<file path="config.mk">
export PLATFORM = sky130hd
export DESIGN_NAME = interleaved_12bit_line_unpacker_top
export DESIGN_NICKNAME = d
export VERILOG_FILES = /design/src/rtl/core/lnunpk_pkg.sv /design/src/rtl/core/lnunpk_core.sv /design/src/rtl/core/interleaved_12bit_line_unpacker_top.sv
export SDC_FILE = /design/constraint.sdc
export NUM_CORES = 1
export LEC_CHECK = 0
export ABC_CLOCK_PERIOD_IN_PS = 3540
export BUFFER_PORTS_ARGS = -buffer_cell sky130_fd_sc_hd__buf_2
export CORE_MARGIN = 3
export CORE_UTILIZATION = 51
export CTS_CLUSTER_DIAMETER = 80
export DETAILED_ROUTE_END_ITERATION = 12
export GPL_TIMING_DRIVEN = 0
export PLACE_DENSITY = 0.77
export SYNTH_ARGS = -nofsm -noshare
export SYNTH_HDL_FRONTEND = slang
export SYNTH_SLANG_ARGS = --single-unit
</file>
<file path="constraint.sdc">
create_clock -name clk -period 3.54 [get_ports clk]
set_input_delay 0.354 -clock clk [delete_from_list [all_inputs] [get_ports clk]]
set_output_delay 0.354 -clock clk [all_outputs]
set_load 0.005 [all_outputs]
</file>
<file path="src/rtl/core/lnunpk_pkg.sv">
// ----------------------------------------------------------------------------
// lnunpk_pkg: shared types and constants of the 12-bit line unpacker
// Holds the frame walk state, the per-pixel result and the register map.
// ----------------------------------------------------------------------------
`default_nettype none

package lnunpk_pkg;

  localparam int unsigned PixW   = 12;
  localparam int unsigned RowW   = 13;
  localparam int unsigned ColW   = 14;
  localparam int unsigned ByteW  = 8;
  localparam int unsigned SecW   = 11;  // byte count within a 2048-byte pad block
  localparam int unsigned CfgAw  = 3;
  localparam int unsigned CfgDw  = 32;
  localparam int unsigned OutDw  = 40;  // 39 payload bits, padded to whole bytes

  // Register map, by word index (paddr[2])
  localparam logic REG_WIDTH  = 1'b0;
  localparam logic REG_HEIGHT = 1'b1;

  // Byte position inside a 3-byte group
  localparam logic [1:0] PH_FIRST  = 2'd0;
  localparam logic [1:0] PH_SECOND = 2'd1;
  localparam logic [1:0] PH_THIRD  = 2'd2;

  typedef struct packed {
    logic [1:0]       byte_phase;
    logic [ByteW-1:0] held_byte;
    logic [ColW-1:0]  column_count;
    logic [RowW-1:0]  line_index;
    logic             odd_section;
    logic [SecW-1:0]  section_byte_count;
    logic [SecW-1:0]  skip_remaining;
  } walk_state_t;

  typedef struct packed {
    logic            valid;
    logic [PixW-1:0] pixel_value;
    logic [RowW-1:0] pixel_row;
    logic [ColW-1:0] pixel_col;
    logic            frame_last;
  } pixel_res_t;

endpackage

`default_nettype wire

</file>
<file path="src/rtl/core/lnunpk_core.sv">
// ----------------------------------------------------------------------------
// lnunpk_core: one-byte step of the line unpacker
// Combinational next-state and result for one accepted byte.
// ----------------------------------------------------------------------------
`default_nettype none

module lnunpk_core (
  input  wire lnunpk_pkg::walk_state_t             st,
  input  wire logic [lnunpk_pkg::ColW-1:0]         image_width,
  input  wire logic [lnunpk_pkg::RowW-1:0]         image_height,
  input  wire logic [lnunpk_pkg::ByteW-1:0]        data_byte,
  output lnunpk_pkg::walk_state_t                  st_nxt,
  output lnunpk_pkg::pixel_res_t                   res
);

  logic [lnunpk_pkg::ColW-1:0] w_even;
  logic [lnunpk_pkg::ColW-1:0] w_used;
  logic [lnunpk_pkg::RowW-1:0] h_used;
  logic [lnunpk_pkg::RowW:0]   h_plus;
  logic [lnunpk_pkg::RowW-1:0] even_lines;
  logic [lnunpk_pkg::RowW-1:0] odd_lines;
  logic [lnunpk_pkg::RowW-1:0] sec_lines;
  logic [lnunpk_pkg::ColW:0]   col_inc;
  logic [lnunpk_pkg::RowW:0]   line_inc;
  logic [lnunpk_pkg::SecW-1:0] sec_cnt;

  // Width made even, zero promoted to 2; height zero promoted to 1
  assign w_even     = {image_width[lnunpk_pkg::ColW-1:1], 1'b0};
  assign w_used     = (w_even == '0) ? lnunpk_pkg::ColW'(2) : w_even;
  assign h_used     = (image_height == '0) ? lnunpk_pkg::RowW'(1) : image_height;
  assign h_plus     = {1'b0, h_used} + (lnunpk_pkg::RowW + 1)'(1);
  assign even_lines = h_plus[lnunpk_pkg::RowW:1];
  assign odd_lines  = {1'b0, h_used[lnunpk_pkg::RowW-1:1]};
  assign sec_lines  = st.odd_section ? odd_lines : even_lines;
  assign col_inc    = {1'b0, st.column_count} + (lnunpk_pkg::ColW + 1)'(1);
  assign line_inc   = {1'b0, st.line_index} + (lnunpk_pkg::RowW + 1)'(1);
  assign sec_cnt    = st.section_byte_count + lnunpk_pkg::SecW'(1);

  always_comb begin
    st_nxt          = st;
    res.valid       = 1'b0;
    res.pixel_value = '0;
    res.pixel_row   = {st.line_index[lnunpk_pkg::RowW-2:0], st.odd_section};
    res.pixel_col   = st.column_count;
    res.frame_last  = 1'b0;

    if (st.skip_remaining != '0) begin
      // drop a padding byte
      st_nxt.skip_remaining = st.skip_remaining - lnunpk_pkg::SecW'(1);
    end else begin
      st_nxt.section_byte_count = sec_cnt;
      case (st.byte_phase)
        lnunpk_pkg::PH_SECOND: begin
          res.valid          = 1'b1;
          res.pixel_value    = {st.held_byte, data_byte[7:4]};
          st_nxt.held_byte   = {4'h0, data_byte[3:0]};
          st_nxt.byte_phase  = lnunpk_pkg::PH_THIRD;
        end
        lnunpk_pkg::PH_THIRD: begin
          res.valid          = 1'b1;
          res.pixel_value    = {st.held_byte[3:0], data_byte};
          st_nxt.held_byte   = '0;
          st_nxt.byte_phase  = lnunpk_pkg::PH_FIRST;
        end
        default: begin
          st_nxt.held_byte   = data_byte;
          st_nxt.byte_phase  = lnunpk_pkg::PH_SECOND;
        end
      endcase

      if (res.valid) begin
        if (col_inc >= {1'b0, w_used}) begin
          st_nxt.column_count = '0;
          st_nxt.line_index   = line_inc[lnunpk_pkg::RowW-1:0];
          if (line_inc >= {1'b0, sec_lines}) begin
            if (!st.odd_section && odd_lines != '0) begin
              // even section done: skip up to the next pad boundary
              st_nxt.skip_remaining     = lnunpk_pkg::SecW'(0) - sec_cnt;
              st_nxt.odd_section        = 1'b1;
              st_nxt.line_index         = '0;
              st_nxt.section_byte_count = '0;
              st_nxt.byte_phase         = lnunpk_pkg::PH_FIRST;
              st_nxt.held_byte          = '0;
            end else begin
              res.frame_last = 1'b1;
              st_nxt         = '0;
            end
          end
        end else begin
          st_nxt.column_count = col_inc[lnunpk_pkg::ColW-1:0];
        end
      end
    end
  end

endmodule

`default_nettype wire

</file>
<file path="src/rtl/core/interleaved_12bit_line_unpacker_top.sv">
// ----------------------------------------------------------------------------
// interleaved_12bit_line_unpacker_top: packed 12-bit raw frame to pixels
// Byte stream in, one pixel with row, column and end-of-frame flag out.
// ----------------------------------------------------------------------------
// Takes one byte per transfer on in_ and reads the stream MSB-first as 12-bit
// samples, so every three bytes give two pixels on out_. The first
// ceil(height/2) lines land on even rows; padding up to the next 2048-byte
// boundary of the section is then dropped without a result, and the rest of
// the lines land on odd rows. out_tlast marks the final pixel of a frame, after
// which the block starts the next frame. The step logic sits between the
// state registers and a single output register, and a byte is taken in
// every cycle in which that register is empty or being drained, so the
// sustained rate is one byte per clock. Results are registered and appear
// in the cycle after the byte that completes them. image_width (address 0) and
// image_height (address 4) apply from the next byte on, also in the middle of
// a frame; the lowest width bit is ignored.
`default_nettype none

module interleaved_12bit_line_unpacker_top (
  input  wire logic                              clk,
  input  wire logic                              rst_n,
  // input byte stream
  input  wire logic                              in_tvalid,
  output logic                                   in_tready,
  input  wire logic [7:0]                        in_tdata,   // [7:0] data_byte
  // pixel stream
  output logic                                   out_tvalid,
  input  wire logic                              out_tready,
  // [11:0] pixel_value, [24:12] pixel_row, [38:25] pixel_col, [39] zero
  output logic [lnunpk_pkg::OutDw-1:0]           out_tdata,
  output logic                                   out_tlast,  // frame_last
  // configuration
  input  wire logic                              cfg_psel,
  input  wire logic                              cfg_penable,
  input  wire logic                              cfg_pwrite,
  input  wire logic [lnunpk_pkg::CfgAw-1:0]      cfg_paddr,
  input  wire logic [lnunpk_pkg::CfgDw-1:0]      cfg_pwdata,
  output logic [lnunpk_pkg::CfgDw-1:0]           cfg_prdata,
  output logic                                   cfg_pready
);

  lnunpk_pkg::walk_state_t st_r, st_nxt;
  lnunpk_pkg::pixel_res_t  res;

  logic [lnunpk_pkg::ColW-1:0] width_r;
  logic [lnunpk_pkg::RowW-1:0] height_r;

  logic                        out_valid_r;
  logic [lnunpk_pkg::PixW-1:0] pix_r;
  logic [lnunpk_pkg::RowW-1:0] row_r;
  logic [lnunpk_pkg::ColW-1:0] col_r;
  logic                        last_r;

  logic in_xfer;
  logic out_xfer;
  logic cfg_wr;

  // Take a byte whenever the output register is free or drains this cycle
  assign in_tready = !out_valid_r || out_tready;
  assign in_xfer   = in_tvalid && in_tready;
  assign out_xfer  = out_valid_r && out_tready;

  // ---------------- configuration port ----------------
  assign cfg_pready = 1'b1;
  assign cfg_wr     = cfg_psel && cfg_penable && cfg_pwrite && cfg_pready;

  always_ff @(posedge clk) begin
    if (!rst_n) begin
      width_r  <= lnunpk_pkg::ColW'(2);
      height_r <= lnunpk_pkg::RowW'(1);
    end else if (cfg_wr) begin
      case (cfg_paddr[2])
        lnunpk_pkg::REG_WIDTH:  width_r  <= cfg_pwdata[lnunpk_pkg::ColW-1:0];
        lnunpk_pkg::REG_HEIGHT: height_r <= cfg_pwdata[lnunpk_pkg::RowW-1:0];
        default: ;
      endcase
    end
  end

  always_comb begin
    case (cfg_paddr[2])
      lnunpk_pkg::REG_WIDTH:  cfg_prdata = lnunpk_pkg::CfgDw'(width_r);
      lnunpk_pkg::REG_HEIGHT: cfg_prdata = lnunpk_pkg::CfgDw'(height_r);
      default:                cfg_prdata = '0;
    endcase
  end

  // ---------------- per-byte step ----------------
  lnunpk_core u_core (
    .st           (st_r),
    .image_width  (width_r),
    .image_height (height_r),
    .data_byte    (in_tdata),
    .st_nxt       (st_nxt),
    .res          (res)
  );

  // Advance the frame walk on every accepted byte
  always_ff @(posedge clk) begin
    if (!rst_n) begin
      st_r <= '0;
    end else if (in_xfer) begin
      st_r <= st_nxt;
    end
  end

  // ---------------- output register ----------------
  always_ff @(posedge clk) begin
    if (!rst_n) begin
      out_valid_r <= 1'b0;
    end else if (in_xfer) begin
      out_valid_r <= res.valid;
    end else if (out_xfer) begin
      out_valid_r <= 1'b0;
    end
  end

  // Payload: load only when a new pixel comes out, hold otherwise
  always_ff @(posedge clk) begin
    if (in_xfer && res.valid) begin
      pix_r  <= res.pixel_value;
      row_r  <= res.pixel_row;
      col_r  <= res.pixel_col;
      last_r <= res.frame_last;
    end
  end

  assign out_tvalid = out_valid_r;
  assign out_tdata  = {1'b0, col_r, row_r, pix_r};
  assign out_tlast  = last_r;

  // ---------------- assertions ----------------
  a_phase_legal : assert property (@(posedge clk) disable iff (!rst_n)
    st_r.byte_phase != 2'd3)
    else $error("byte phase left the 3-byte group");

  a_skip_in_odd : assert property (@(posedge clk) disable iff (!rst_n)
    (st_r.skip_remaining != '0) |-> st_r.odd_section)
    else $error("padding skip outside the odd section");

  a_pixel_phase : assert property (@(posedge clk) disable iff (!rst_n)
    (in_xfer && res.valid) |->
      (st_r.byte_phase == lnunpk_pkg::PH_SECOND ||
       st_r.byte_phase == lnunpk_pkg::PH_THIRD))
    else $error("pixel produced on the first byte of a group");

  a_frame_restart : assert property (@(posedge clk) disable iff (!rst_n)
    (in_xfer && res.valid && res.frame_last) |=>
      (st_r == '0 && out_valid_r && out_tlast))
    else $error("frame end did not restart the walk");

endmodule

`default_nettype wire
</file>
# Yosys cells after proc, flatten, opt, wreduce, memory -nomap -nowiden
# Index checks and enable logic that the tools add are counted.
# totals
regBits	128
in_bits	50
word_cells	72
# op_classes
addsub	6
order_cmp	2
n_eq_ne	2
mux	18
bitwise	5
n_reduce_logical	25
# op_table
op	count
60-bit 2-to-1 mux	2
32-bit one-hot mux with 2 select lines	1
13-bit 2-to-1 mux	4
36-bit 2-to-1 mux	1
13-bit by 1-bit adder with 14-bit output (second input constant)	2
14-bit 2-to-1 mux	2
13-bit one-hot mux with 2 select lines	1
23-bit 2-to-1 mux	1
10-bit one-hot mux with 2 select lines	1
14-bit by 1-bit adder with 15-bit output (second input constant)	1
15-bit by 14-bit greater-or-equal comparator with 1-bit output	1
14-bit by 13-bit greater-or-equal comparator with 1-bit output	1
14-bit zero test	1
13-bit zero test	1
13-bit nonzero test	1
11-bit by 1-bit adder with 11-bit output (second input constant)	1
11-bit 2-to-1 mux	1
11-bit nonzero test	1
1-bit by 11-bit subtractor with 11-bit output (first input constant)	1
11-bit by 1-bit subtractor with 11-bit output (second input constant)	1
10-bit 2-to-1 mux	1
4-bit AND reduction	2
2-bit nonzero test	4
1-bit logical AND	6
other kinds (10)	19

# Depth between registers and ports, before layout
# depth
ltp_word	9
ltp_mapped	18

# Cells and area by module
# A second synthesis with hierarchy kept.
# unflattened
cells_unflattened	975
area_unflattened_um2	8431.8
# by_module_without_submodules
mod	n_inst	cells_per_inst	area_each_um2	seq_area_each_um2
interleaved_12bit_line_unpacker_top	1	450	4991.0	2962.8
lnunpk_core	1	525	3440.8	0.0

# Worst setup path before layout
# OpenSTA, ideal clock, no wires.
# synth_timing
path_type	register to register
start	register st_r[36] in the netlist's numbering
end	register st_r[0] in the netlist's numbering
arrival_ps	3318
setup_slack_ps	152
stages_incl_launch_ff	15
n_path_buf	1
period_less_slack_ps	3388
path_cell_list	dfxtp_1 ha_1 nand3_1 nor3_1 nand3_1 xnor2_1 ha_1 nand3_1 or3_1 a31o_2 and4_1 clkbuf_1 nor4_1 o31ai_1 a21oi_1
# synth_via
elab_chain_len	4
# synth_rtl
element	line_no	source
start, declared	interleaved_12bit_line_unpacker_top.sv:42	lnunpk_pkg::walk_state_t st_r, st_nxt;
start signal, assigned	interleaved_12bit_line_unpacker_top.sv:103	st_r <= st_nxt;
14-bit by 1-bit adder with 15-bit output	lnunpk_core.sv:35	assign col_inc = {1'b0, st.column_count} + (lnunpk_pkg::ColW + 1)'(1);
15-bit by 14-bit greater-or-equal comparator with 1-bit output	lnunpk_core.sv:72	if (col_inc >= {1'b0, w_used}) begin
2-bit nonzero test (no line)	n/a	
4-bit AND reduction (no line)	n/a	
# Every way passes these cells.
# A chain may end at the register's enable or synchronous reset.

# Final worst setup path
# layout_timing
start	register st_r[22] in the netlist's numbering
end	register st_r[27] in the netlist's numbering
# layout_via
elab_chain_len	3
# layout_rtl
element	line_no	source
13-bit 2-to-1 mux	lnunpk_core.sv:34	assign sec_lines = st.odd_section ? odd_lines : even_lines;
14-bit by 13-bit greater-or-equal comparator with 1-bit output	lnunpk_core.sv:75	if (line_inc >= {1'b0, sec_lines}) begin
60-bit 2-to-1 mux	lnunpk_core.sv:75	
# Every way passes these cells. The select of a mux whose other input is x is not followed.

==> summary.txt <==
Logic synthesis
  • Area leader, netlist: dfxtp_1
  • Synth top area share: 25.2%
  • Ys flop type: dfxtp_1
  • Mapped Cells: 826
  • EDFF count, synth: 40
  • Post-synthesis sequential area ratio: 42.3%
  • Syn_area_per_cell: 8.47 sq um
  • Ys async rst share: 0%
  • Synthesized cell area: 7000 sq um
  • Cell variety after synth: 65
  • Commonest cells post-synth: 130 x nand2_1, 88 x a21oi_1, 88 x dfxtp_1
  • Largest cells by area after synthesis: dfxtp_1 25%, edfxtp_1 17%, nand2_1 7.0%
  • Count leader, synth: nand2_1
  • Number of synthesized register bits: 128
  • Warnings from Yosys: 0

Pwr
  • Pint: 3.13 mW
  • PD cells: 555 nW/um^2
  • Leak pwr: 3.33 nW
  • Sw frac: 34.0%
  • P_sw: 1.62 mW
  • Worst IR Drop VDD: 380 uV
  • Clock share of power: 32.7%
  • Sequential power share: 36.8%
  • Combinational Power Share: 30.5%

Critical path
  • Crit path DAT: 3.77 ns
  • CP peak stage delay: 0.48 ns
  • Crit-path cells: nand3b_1, nor2_4, buf_4, nand3_1, nor2_2, and3_4, xnor2_1, ha_1, and3_1, a221oi_2, o21a_1, and2_4, nand3_4, or3b_2, a21oi_1
  • Crit Path Class: reg -> reg
  • Slowest-stage cell, CP: or3b_2
  • WP data required: 3.88 ns
  • CP Capture Type: register
  • Bufs and invs on worst path: 1
  • Crit start category: register
  • Delay-heaviest family, CP: simple AND/OR/NAND/NOR gates
  • CP max FO: 6

Cells and area
  • Final design utilization: 64.1%
  • Non-Filler Instances: 1143
  • Share of layout cells above drive strength 1: 21.6%
  • N_diodes: 0
  • Post-route cell area: 8560 sq um
  • Final #Nets: 1037
  • Synth-to-Final Area Change: 22.3%

Clock network
  • Total clock sinks: 128
  • Clock-pin slew on the worst setup and hold paths: 0.05 ns
  • Clock tree buffer depth: 2
  • Worst skew pair latency: 0.42 ns
  • H-tree levels: 4
  • Total CTS buffers: 17
  • CTS root buf: clkbuf_16
  • TritonCTS clock tree: built
  • CTS hold repair buffers: 0

STA
  • Setup TNS: 0 ns
  • Skew final: 0.00760 ns
  • Hold slack: 0.172 ns
  • Slew Viols, Final: 0
  • Period utilization: 96.7%
  • Fin. Hold Viols: 0
  • Final min period: 3.42 ns
  • Slew margin rel.: 29.1%
  • Final setup vio count: 0
  • Worst-margin pin slew: 1.05 ns
  • Achievable Freq: 292 MHz

Placement
  • Placer congestion estimate: 0.949
  • PortBufs: 84
  • Placed inst area: 7710 sq um
  • Dpl hpwl: 13.2 mm
  • Placed cell count: 1104

GRT
  • First-pass GRT wire length: 29.2 mm
  • Vias in the first global route: 5898
  • GR Util All Layers: 24.7%
  • Global route overflow: 0
  • Antenna violations before repair: 0
  • Largest net degree at the start of global routing: 48

Floorplanning
  • Die H: 123 um
  • Cell Rows: 42
  • Core area: 13300 sq um
  • Die X: 123 um
  • Initial core utilization: 52.4%
  • Full die area: 15200 sq um
  • I/O pins: 126

Detailed routing
  • Via count: 6466
  • Drt first-iter violations: 727
  • Final wirelength: 18.5 mm
  • Post-route ant nets: 0
  • Drc violations: 0
  • WL/cell: 16.2 um
  • DR pass1 iterations: 5
  • Number of vias per cell: 5.66

Hold path
  • Min-delay worst type: in -> reg

Run
  • Max Cap Viol: 0

Run status
  • Outcome: completed
power by group through the flow:
stage	sequential, mW	combinational, mW	clock [mW]
after floorplan	1.75	0.990	0
after global placement	1.77	1.29	0
after detailed placement	1.77	1.30	0
after CTS	1.74	1.37	1.56
after global routing	1.76	1.60	1.63
final	1.75	1.45	1.55
kinds of logic (layout without fill, tap and decap cells):
logic type | count (synthesis) | after routing | share of synthesized area [%]
AO/OA/AOI/OAI | 186 | 186 | 16.2
XOR/XNOR | 50 | 50 | 6.26
adder cells (fa/ha/maj) | 33 | 33 | 5.90
buffers and inverters | 95 | 218 | 6.42
flip-flops | 128 | 128 | 42.3
multiplexers | 3 | 3 | 0.465
other | 2 | 20 | 0.107
AND/OR/NAND/NOR | 329 | 329 | 22.3
worst reg2reg max path, delay by kind of cell (launching register included):
kind	cells	cell delay [ns]
and+or+nand+nor	9	1.84
AOI/OAI and AO/OA	3	0.61
DFF	1	0.36
adders and majority gates	1	0.34
buffers and inverters	1	0.13
xor gates and xnor gates	1	0.06
registers in the layout, summed over array words and instances, names as in the netlist:
signal      cells
out_tvalid      1
width_r        14
col_r          14
pix_r          12
st_r           60
height_r       13
row_r          13
out_tlast       1
path summary, 6_finish.rpt:
check,startpoint,endpoint,slack [ns],depth (start not counted)
worst max-delay path,st_r[22]$_SDFFE_PN0P_,st_r[27]$_SDFFE_PN0P_,0.12,15
worst min-delay path,cfg_pwdata[1],width_r[1]$_SDFFE_PN1P_,0.17,3
worst max register to register,st_r[22]$_SDFFE_PN0P_,st_r[27]$_SDFFE_PN0P_,0.12,15
worst min register to register,st_r[56]$_SDFFE_PN0P_,st_r[56]$_SDFFE_PN0P_,0.45,2
through the flow:
| step | power [mW] | setup WS [ns] |
|---|---|---|
| 4_1_cts | 4.67 | 0.00637 |
| 3_5_place_dp | 3.07 | -0.742 |
| 2_1_floorplan | 2.74 | 0.152 |
| 3_3_place_gp | 3.06 | -0.645 |
| 6_report | 4.75 | 0.116 |
| 5_1_grt | 4.99 | -0.0702 |
area by class of cell:
cell class	count	area, sq um
clock buffers	23	448
clock inverters	9	70.1
flip-flops and latches	128	2980
well taps	176	220
fillers	1168	4790
plain buffers	62	340
multi-input cells	621	3870
inverters	29	114
repair buffers	95	515
repair_timing:
item                                    in CTS  in global routing
pin swaps                                    3                 12
endpoints found under the setup margin      56                 49
buffers inserted                             4                  7
gates resized for setup                     26                 52
per-layer routing:
| metal | GRT usage, % | share of wire [%] | vias to the layer above |
|---|---|---|---|
| li1 | - | - | 3162 |
| met1 | 34.5 | 45 | 2996 |
| met2 | 37.2 | 45 | 275 |
| met3 | 5.54 | 7.0 | 33 |
| met4 | 10.0 | 2.5 | 0 |
| met5 | 0 | 0 | - |
layout by cell type (no fill, tap or decap), drive strengths merged, types with 33 or more instances in the layout:
master	count
nand3	42
clkbuf	59
edfxtp	40
nor2	57
ha	33
nand2	132
buf	121
dfxtp	88
a21oi	88
Power figures use the tool's default switching activity.
